$ cat src/rtl/kth_smallest_tracker_assert.svh
// Assertion macros shared by the kth smallest tracker.
`ifndef KTH_SMALLEST_TRACKER_ASSERT_SVH
`define KTH_SMALLEST_TRACKER_ASSERT_SVH

// Same-cycle implication, checked outside of reset.
`define KST_ASSERT_NOW(label, clk, rst, ante, cons) \
   label: assert property (@(posedge clk) disable iff (rst) (ante) |-> (cons)) \
      else $error("kth smallest tracker: same-cycle check failed");

// Next-cycle implication, checked outside of reset.
`define KST_ASSERT_NEXT(label, clk, rst, ante, cons) \
   label: assert property (@(posedge clk) disable iff (rst) (ante) |=> (cons)) \
      else $error("kth smallest tracker: next-cycle check failed");

`endif

$ cat src/rtl/kst_pkg.sv
package kst_pkg;

   localparam int VALUE_BITS = 32;
   localparam int RANK_BITS = 5;
   localparam int MAX_RANK_DEFAULT = 16;
   localparam int APB_ADDR_BITS = 3;
   localparam int APB_DATA_BITS = 32;

   // Register word indexes on the configuration port.
   localparam logic REG_RANK_K = 1'b0;

   localparam logic [RANK_BITS-1:0] RANK_K_RESET = RANK_BITS'(1);

   typedef struct packed {
      logic signed [VALUE_BITS-1:0] sample_value;
      logic                         set_end;
   } req_type;

   typedef struct packed {
      logic signed [VALUE_BITS-1:0] kth_value;
      logic                         answer_valid;
   } rsp_type;

   // What one cell hands to its right-hand neighbor.
   typedef struct packed {
      logic                         greater;
      logic signed [VALUE_BITS-1:0] value;
   } link_type;

   // Broadcast control shared by all cells.
   typedef struct packed {
      logic                         insert;
      logic signed [VALUE_BITS-1:0] key;
   } cell_ctrl_type;

endpackage

$ cat src/rtl/kst_cell.sv
module kst_cell #(
   parameter int INDEX = 0,
   parameter int COUNT_BITS = 5
) (
   input  logic                                  clock,
   input  kst_pkg::cell_ctrl_type                ctrl,
   input  logic [COUNT_BITS-1:0]                 count,
   input  kst_pkg::link_type                     left,
   output kst_pkg::link_type                     right,
   output logic signed [kst_pkg::VALUE_BITS-1:0] value_next
);

   localparam logic [COUNT_BITS-1:0] MY_INDEX = COUNT_BITS'(INDEX);

   logic signed [kst_pkg::VALUE_BITS-1:0] value_ff;
   logic signed [kst_pkg::VALUE_BITS-1:0] value_in;
   logic                                  holds_value;
   logic                                  greater;
   logic                                  take_key;

   // A held entry larger than the key moves one place to the right.
   assign holds_value = MY_INDEX < count;
   assign greater     = holds_value && (value_ff > ctrl.key);
   assign take_key    = (greater || (MY_INDEX == count)) && !left.greater;

   always_comb begin
      value_in = value_ff;
      if (ctrl.insert) begin
         if (left.greater) begin
            value_in = left.value;
         end else if (take_key) begin
            value_in = ctrl.key;
         end
      end
   end

   always_ff @(posedge clock) begin
      value_ff <= value_in;
   end

   assign right.greater = greater;
   assign right.value   = value_ff;
   assign value_next    = value_in;

endmodule

$ cat src/rtl/kth_smallest_tracker.sv
// kth_smallest_tracker: one request per cycle unless stalled, results in the cycle after the set's last request.
// Latency: a result appears at the clock edge that accepts the last request of a set.
// Throughput: one request per clock while no waiting result is stalled; the sorted cell row updates all cells together.
// Reset (synchronous, active high) empties the store and sets the rank register to 1;
// the cell values themselves are not reset and need no clearing pass.
module kth_smallest_tracker #(
   parameter int MAX_RANK = kst_pkg::MAX_RANK_DEFAULT
) (
   input  logic                               clock,
   input  logic                               reset,
   input  logic                               req_valid,
   output logic                               req_stall,
   input  kst_pkg::req_type                   req_payload,
   output logic                               rsp_valid,
   input  logic                               rsp_stall,
   output kst_pkg::rsp_type                   rsp_payload,
   input  logic                               psel,
   input  logic                               penable,
   input  logic                               pwrite,
   input  logic [kst_pkg::APB_ADDR_BITS-1:0]  paddr,
   input  logic [kst_pkg::APB_DATA_BITS-1:0]  pwdata,
   output logic [kst_pkg::APB_DATA_BITS-1:0]  prdata,
   output logic                               pready
);

   `include "kth_smallest_tracker_assert.svh"

   // The count must hold MAX_RANK itself; a cell index needs one value less.
   localparam int COUNT_BITS = $clog2(MAX_RANK + 1);
   localparam int IDX_BITS = (MAX_RANK > 1) ? $clog2(MAX_RANK) : 1;
   localparam logic [COUNT_BITS-1:0] FULL_COUNT = COUNT_BITS'(MAX_RANK);

   // ---------------------------------------------------------------
   // Configuration register. Only the rank register exists; it sits at
   // word index zero, and address bit 2 selects the word.
   // ---------------------------------------------------------------
   logic [kst_pkg::RANK_BITS-1:0] rank_k_ff;
   logic [kst_pkg::RANK_BITS-1:0] rank_k_in;
   logic                          csr_write;
   logic                          csr_hit;

   assign pready    = 1'b1;
   assign csr_hit   = paddr[2] == kst_pkg::REG_RANK_K;
   assign csr_write = psel && penable && pwrite && pready;

   always_comb begin
      rank_k_in = rank_k_ff;
      if (csr_write && csr_hit) begin
         rank_k_in = pwdata[kst_pkg::RANK_BITS-1:0];
      end
   end

   always_ff @(posedge clock) begin
      if (reset) begin
         rank_k_ff <= kst_pkg::RANK_K_RESET;
      end else begin
         rank_k_ff <= rank_k_in;
      end
   end

   always_comb begin
      prdata = '0;
      if (csr_hit) begin
         prdata = kst_pkg::APB_DATA_BITS'(rank_k_ff);
      end
   end

   // ---------------------------------------------------------------
   // Effective rank. A rank of zero acts as one, and a rank beyond the
   // depth of the cell row acts as the full depth.
   // ---------------------------------------------------------------
   logic [COUNT_BITS-1:0] rank_eff;
   logic [IDX_BITS-1:0]   last_idx;
   logic [COUNT_BITS-1:0] rank_minus_one;

   always_comb begin
      if (rank_k_ff == '0) begin
         rank_eff = COUNT_BITS'(1);
      end else if (32'(rank_k_ff) > MAX_RANK) begin
         rank_eff = FULL_COUNT;
      end else begin
         rank_eff = COUNT_BITS'(rank_k_ff);
      end
   end

   assign rank_minus_one = rank_eff - COUNT_BITS'(1);
   assign last_idx       = rank_minus_one[IDX_BITS-1:0];

   // ---------------------------------------------------------------
   // Fill count. When the rank was lowered in the middle of a set, the
   // count is clipped first, which drops the largest held values.
   // ---------------------------------------------------------------
   logic [COUNT_BITS-1:0] count_ff;
   logic [COUNT_BITS-1:0] count_in;
   logic [COUNT_BITS-1:0] count_eff;
   logic                  not_full;

   assign count_eff = (count_ff > rank_eff) ? rank_eff : count_ff;
   assign not_full  = count_eff < rank_eff;

   // ---------------------------------------------------------------
   // Cell row. Cells hold the kept values in ascending order. Every cell
   // compares its value with the new key at once; the cell at the insert
   // point takes the key and each larger cell takes its left neighbor.
   // When the row is full, the key goes in only if it is strictly smaller
   // than the largest kept value, which then falls off the end.
   // ---------------------------------------------------------------
   kst_pkg::link_type                     links [MAX_RANK+1];
   logic signed [kst_pkg::VALUE_BITS-1:0] next_values [MAX_RANK];
   logic [MAX_RANK-1:0]                   greater_vec;
   kst_pkg::cell_ctrl_type                cell_ctrl;
   logic                                  accept;
   logic                                  do_insert;

   assign accept    = req_valid && !req_stall;
   assign do_insert = not_full || greater_vec[last_idx];

   assign cell_ctrl.insert = accept && do_insert;
   assign cell_ctrl.key    = req_payload.sample_value;

   assign links[0].greater = 1'b0;
   assign links[0].value   = '0;

   for (genvar i = 0; i < MAX_RANK; i++) begin : g_cell
      kst_cell #(
         .INDEX      (i),
         .COUNT_BITS (COUNT_BITS)
      ) u_cell (
         .clock      (clock),
         .ctrl       (cell_ctrl),
         .count      (count_eff),
         .left       (links[i]),
         .right      (links[i+1]),
         .value_next (next_values[i])
      );
      assign greater_vec[i] = links[i+1].greater;
   end

   // The end of a set empties the store; otherwise a non-full row grows.
   always_comb begin
      count_in = count_ff;
      if (accept) begin
         if (req_payload.set_end) begin
            count_in = '0;
         end else if (not_full) begin
            count_in = count_eff + COUNT_BITS'(1);
         end else begin
            count_in = count_eff;
         end
      end
   end

   always_ff @(posedge clock) begin
      if (reset) begin
         count_ff <= '0;
      end else begin
         count_ff <= count_in;
      end
   end

   // ---------------------------------------------------------------
   // Result register. The answer is valid when the row holds rank values
   // after taking in the last request, that is when it was full already
   // or one short of full. The value is the new content of the cell at
   // rank minus one. Requests stall only while a result waits and the
   // consumer stalls it.
   // ---------------------------------------------------------------
   logic             rsp_valid_ff;
   logic             rsp_valid_in;
   kst_pkg::rsp_type rsp_ff;
   kst_pkg::rsp_type rsp_in;
   logic             answer_ok;

   assign answer_ok = !not_full || (count_eff == rank_minus_one);
   assign req_stall = rsp_valid_ff && rsp_stall;

   always_comb begin
      rsp_valid_in = rsp_valid_ff;
      rsp_in       = rsp_ff;
      if (rsp_valid_ff && !rsp_stall) begin
         rsp_valid_in = 1'b0;
      end
      if (accept && req_payload.set_end) begin
         rsp_valid_in        = 1'b1;
         rsp_in.answer_valid = answer_ok;
         rsp_in.kth_value    = answer_ok ? next_values[last_idx] : '0;
      end
   end

   always_ff @(posedge clock) begin
      if (reset) begin
         rsp_valid_ff <= 1'b0;
      end else begin
         rsp_valid_ff <= rsp_valid_in;
      end
   end

   always_ff @(posedge clock) begin
      rsp_ff <= rsp_in;
   end

   assign rsp_valid   = rsp_valid_ff;
   assign rsp_payload = rsp_ff;

   // ---------------------------------------------------------------
   // Assertions.
   // ---------------------------------------------------------------
   `KST_ASSERT_NOW(a_count_in_range, clock, reset, 1'b1, count_ff <= FULL_COUNT)
   `KST_ASSERT_NEXT(a_end_gives_result, clock, reset, accept && req_payload.set_end,
                    rsp_valid_ff && (count_ff == '0))
   `KST_ASSERT_NOW(a_short_set_zero, clock, reset, rsp_valid_ff && !rsp_ff.answer_valid,
                   rsp_ff.kth_value == '0)
   `KST_ASSERT_NEXT(a_grow_by_one, clock, reset,
                    accept && !req_payload.set_end && not_full,
                    count_ff == $past(count_eff) + COUNT_BITS'(1))

endmodule

$ cat config.mk
export PLATFORM = sky130hd
export DESIGN_NAME = kth_smallest_tracker
export DESIGN_NICKNAME = d
export VERILOG_FILES = /design/src/rtl/kst_pkg.sv /design/src/rtl/kst_cell.sv /design/src/rtl/kth_smallest_tracker.sv
export VERILOG_INCLUDE_DIRS = /design/src /design/src/rtl
export SDC_FILE = /design/constraint.sdc
export NUM_CORES = 2
export LEC_CHECK = 0
export BUFFER_PORTS_ARGS = -buffer_cell sky130_fd_sc_hd__buf_2
export CAP_MARGIN = 20
export CELL_PAD_IN_SITES_DETAIL_PLACEMENT = 1
export CELL_PAD_IN_SITES_GLOBAL_PLACEMENT = 1
export CORE_MARGIN = 2
export CORE_UTILIZATION = 49
export DETAILED_ROUTE_END_ITERATION = 8
export PLACE_DENSITY_LB_ADDON = 0.1
export SLEW_MARGIN = 15
export SYNTH_ARGS = -nofsm -noshare
export SYNTH_HDL_FRONTEND = slang
export SYNTH_SLANG_ARGS = --single-unit
$ cat constraint.sdc
create_clock -name clock -period 7.25 [get_ports clock]
set_input_delay 0.725 -clock clock [delete_from_list [all_inputs] [get_ports clock]]
set_output_delay 0.725 -clock clock [all_outputs]
set_load 0.01 [all_outputs]
==> results.toml <==
[run_status]
status = "finished, final reports clean"

[power]
power.density_nw_per_um2 = 460.5
power_frac_seq_pct = 28.4
p_comb_share_pct = 53.7
p_sw_w = 0.009899
switching_share_pct = 47.35
p_int_w = 0.01100
total_power_w = 0.02090
leakagePower_nw = 19.05
p_clk_share_pct = 18.0
ir_drop_mv = 0.2342

[sta]
final.period_utilization_pct = 98.89
fin_ws_ns = 0.08026
tightest_slew_ns = 1.255
setup_tns_ns = 0
grt_setup_unrepaired = "false"
skew_ns = 0.04577
max_freq_ghz = 0.1395
setup_viol = 0
finalHoldViolations = 0
report.final.slew_viol_count = 0
hold_ws_ns = 0.3142
slew_headroom_pct = 15.58
min_period_ns = 7.170

[critical_path]
arrival_ns = 7.68
crit_fanout = 9
cp.required_ns = 7.76
setup.worst_path.start_class = "flop"
cp-startpoint = "rank_k_ff[4]$_SDFFE_PP0P_"
r2r-start = "rank_k_ff[4]$_SDFFE_PP0P_"
crit_type = "flop to flop"
crit_path_end_kind = "flop"

[final_layout]
synthToLayoutAreaGrowth_pct = 15.38
layout-drive-gt1-share_pct = 14.38
final_common_cell = "ha_1"
layout_common_cells = "525 x ha_1, 523 x dfxtp_1, 358 x buf_4"
fin_nets = 5355
final_core_utilization_pct = 57.27
n_fill_cell = 9268

[die]
die_h_microns = 287.4
die_w_microns = 287.4
die_area_sq_um = 82570
start_util_pct = 49.64
std_cell_rows = 103
io_pins = 143
core_sq_um = 79260

[detailed_routing]
dr.pass1.iters = 6
drt_iter0_drc = 6221
vias = 44220
routed_wl_microns = 220200
drcViolationCount = 0
postRouteAntennaNets = 0
via_per_inst = 7.521
post_drt_wl_per_cell_microns = 37.44

[cts]
cts_resized = 0
cts_buffer_depth = 3
cts_hold_buffers = 0
cts_tree = "built"
h-tree-depth = 3
path_clk_slew_ns = 0.06
insertion_delay_ns = 0.67
cts_sinks = 556
tritoncts.num_buffers = 70
cts_setup_buffers = 0
root_buffer = "clkbuf_16"

[synth]
syn_area_per_cell_sq_um = 8.673
synth-seq-cells = 556
synth_flop_cell = "dfxtp_1"
seq_area_frac_synth_pct = 29.13
syn_inst = 4536
synthArstFlopShare_pct = 0
synth_warnings = 0
ys_types = 100
syn_area_sq_um = 39340
synth_edf_count = 33

[place]
port_buffers = 85
place.gp.congestion = 1.065
hpwl_microns = 169900
place_ws_ns = 0.01595

[grt]
grt_pass1_wl_microns = 310300
grt.overflow.total = 0
grt.total_usage_pct = 51.89
grt_max_degree = 81
antenna_found_initial = 20
grt_pass1_vias = 43080

[worst_hold_path]
hold_class = "primary input to flop"
holdCritStartpoint = "pwdata[3]"

[run]
cap_violations = 0
cells by family (layout without fill, tap and decap cells):
family	after synthesis	in the layout	synth area share, %
compound gates	1906	1906	34.83
xor+xnor	10	10	0.2226
fa+ha+maj	526	526	16.73
buf+inv	494	743	5.505
flops	556	556	29.13
mux	47	47	1.352
other cells	2	47	0.01909
simple gates	995	995	12.21
power groups by stage:
stage               Combinational, W  Clock [W]  Sequential [W]
finish                        0.0112    0.00375         0.00593
global route                  0.0118    0.00384         0.00603
CTS                           0.0107    0.00373         0.00584
detailed placement            0.0105          0         0.00588
global placement              0.0102          0         0.00583
floorplan                    0.00657          0         0.00539
Yosys cell counts (all sizes together) (14+ instances only):
cell type	n	share of area, %
and2	20	0.32
a21o	69	1.3
nand4	107	1.7
nand2	263	2.5
inv	146	1.4
o2bb2ai	75	1.7
or3	23	0.37
a211o	15	0.33
a21oi	343	4.4
o221ai	34	0.76
nor2	301	2.9
a31oi	15	0.24
clkbuf	195	1.9
a22oi	188	3.6
nand2b	15	0.24
o31ai	20	0.43
dfxtp	523	27
o311ai	15	0.33
a2bb2oi	132	3.0
o2111ai	17	0.38
a211oi	52	0.99
o211a	14	0.36
a22o	56	1.2
nor3	61	0.81
o32ai	21	0.47
a2111oi	23	0.52
nor4	26	0.41
edfxtp	33	2.5
and3	19	0.30
mux2	29	0.83
o21ai	167	2.1
mux2i	16	0.41
ha	526	17
a221oi	32	0.73
o22a	179	4.0
buf	152	2.2
nand3	67	0.85
o21a	36	0.69
o211ai	44	0.84
or2	19	0.30
nor2b	29	0.46
o22ai	267	4.2
layer usage:
metal / vias up / GRT usage (%) / routed length (microns)
li1: 18320 / - / -
met3: 941 / 17.16 / 28280
met2: 3332 / 73.99 / 88220
met5: - / 0 / 27
met4: 4 / 43.50 / 22350
met1: 21630 / 62.92 / 81280
area by class of cell:
type                    instances  area (sq um)  share of cell area [%]
diodes                         19         47.55                  0.1047
clock buffers                 106          2039                   4.493
clock inverters                23         327.8                  0.7222
inverters                     147         553.0                   1.218
multi-input cells            3512         26050                   57.39
flip-flops and latches        556         11460                   25.25
well taps                    1050          1314                   2.894
repair buffers                467          3601                   7.933
final timing paths:
path	to	slack (ns)	cells past startpoint
worst max-delay path	rsp_payload[27]$_SDFFCE_PN0P_	0.08	21
worst min register to register	g_cell[5].u_cell.value_ff[8]$_DFF_P_	0.51	2
worst max register to register	rsp_payload[27]$_SDFFCE_PN0P_	0.08	21
worst min-delay path	rank_k_ff[3]$_SDFFE_PP0P_	0.31	3
registers in the layout, indices dropped and copies added, names as in the netlist:
signal and count:
g_cell.u_cell.value_ff 512, rank_k_ff 5, rsp_payload 33, count_ff 5, rsp_valid 1
worst max-delay path, stage by stage, from the launching register on:
cell and delay, ns:
dfxtp_1 0.42, buf_4 0.22, nor2b_1 0.25, inv_1 0.14, ha_1 0.33, nand4_1 0.21
or2_1 0.35, a2111oi_0 0.62, or3_1 0.58, a31oi_2 0.30, o211ai_1 0.28, o211ai_1 0.22
nor4b_4 0.21, a21oi_4 0.62, buf_12 0.23, a21o_1 0.32, buf_4 0.20, nand2_1 0.06
o21ai_0 0.12, o221ai_1 0.40, a2111oi_1 0.71, buf_4 0.22
stage by stage:
step,std cells,cell area (sq um)
2_1_floorplan,4562,39440
3_3_place_gp,5731,42900
3_5_place_dp,5732,42930
4_1_cts,5861,45300
5_1_grt,5870,45370
6_report,5880,45390
No activity file was read; power rests on OpenSTA's default activity.
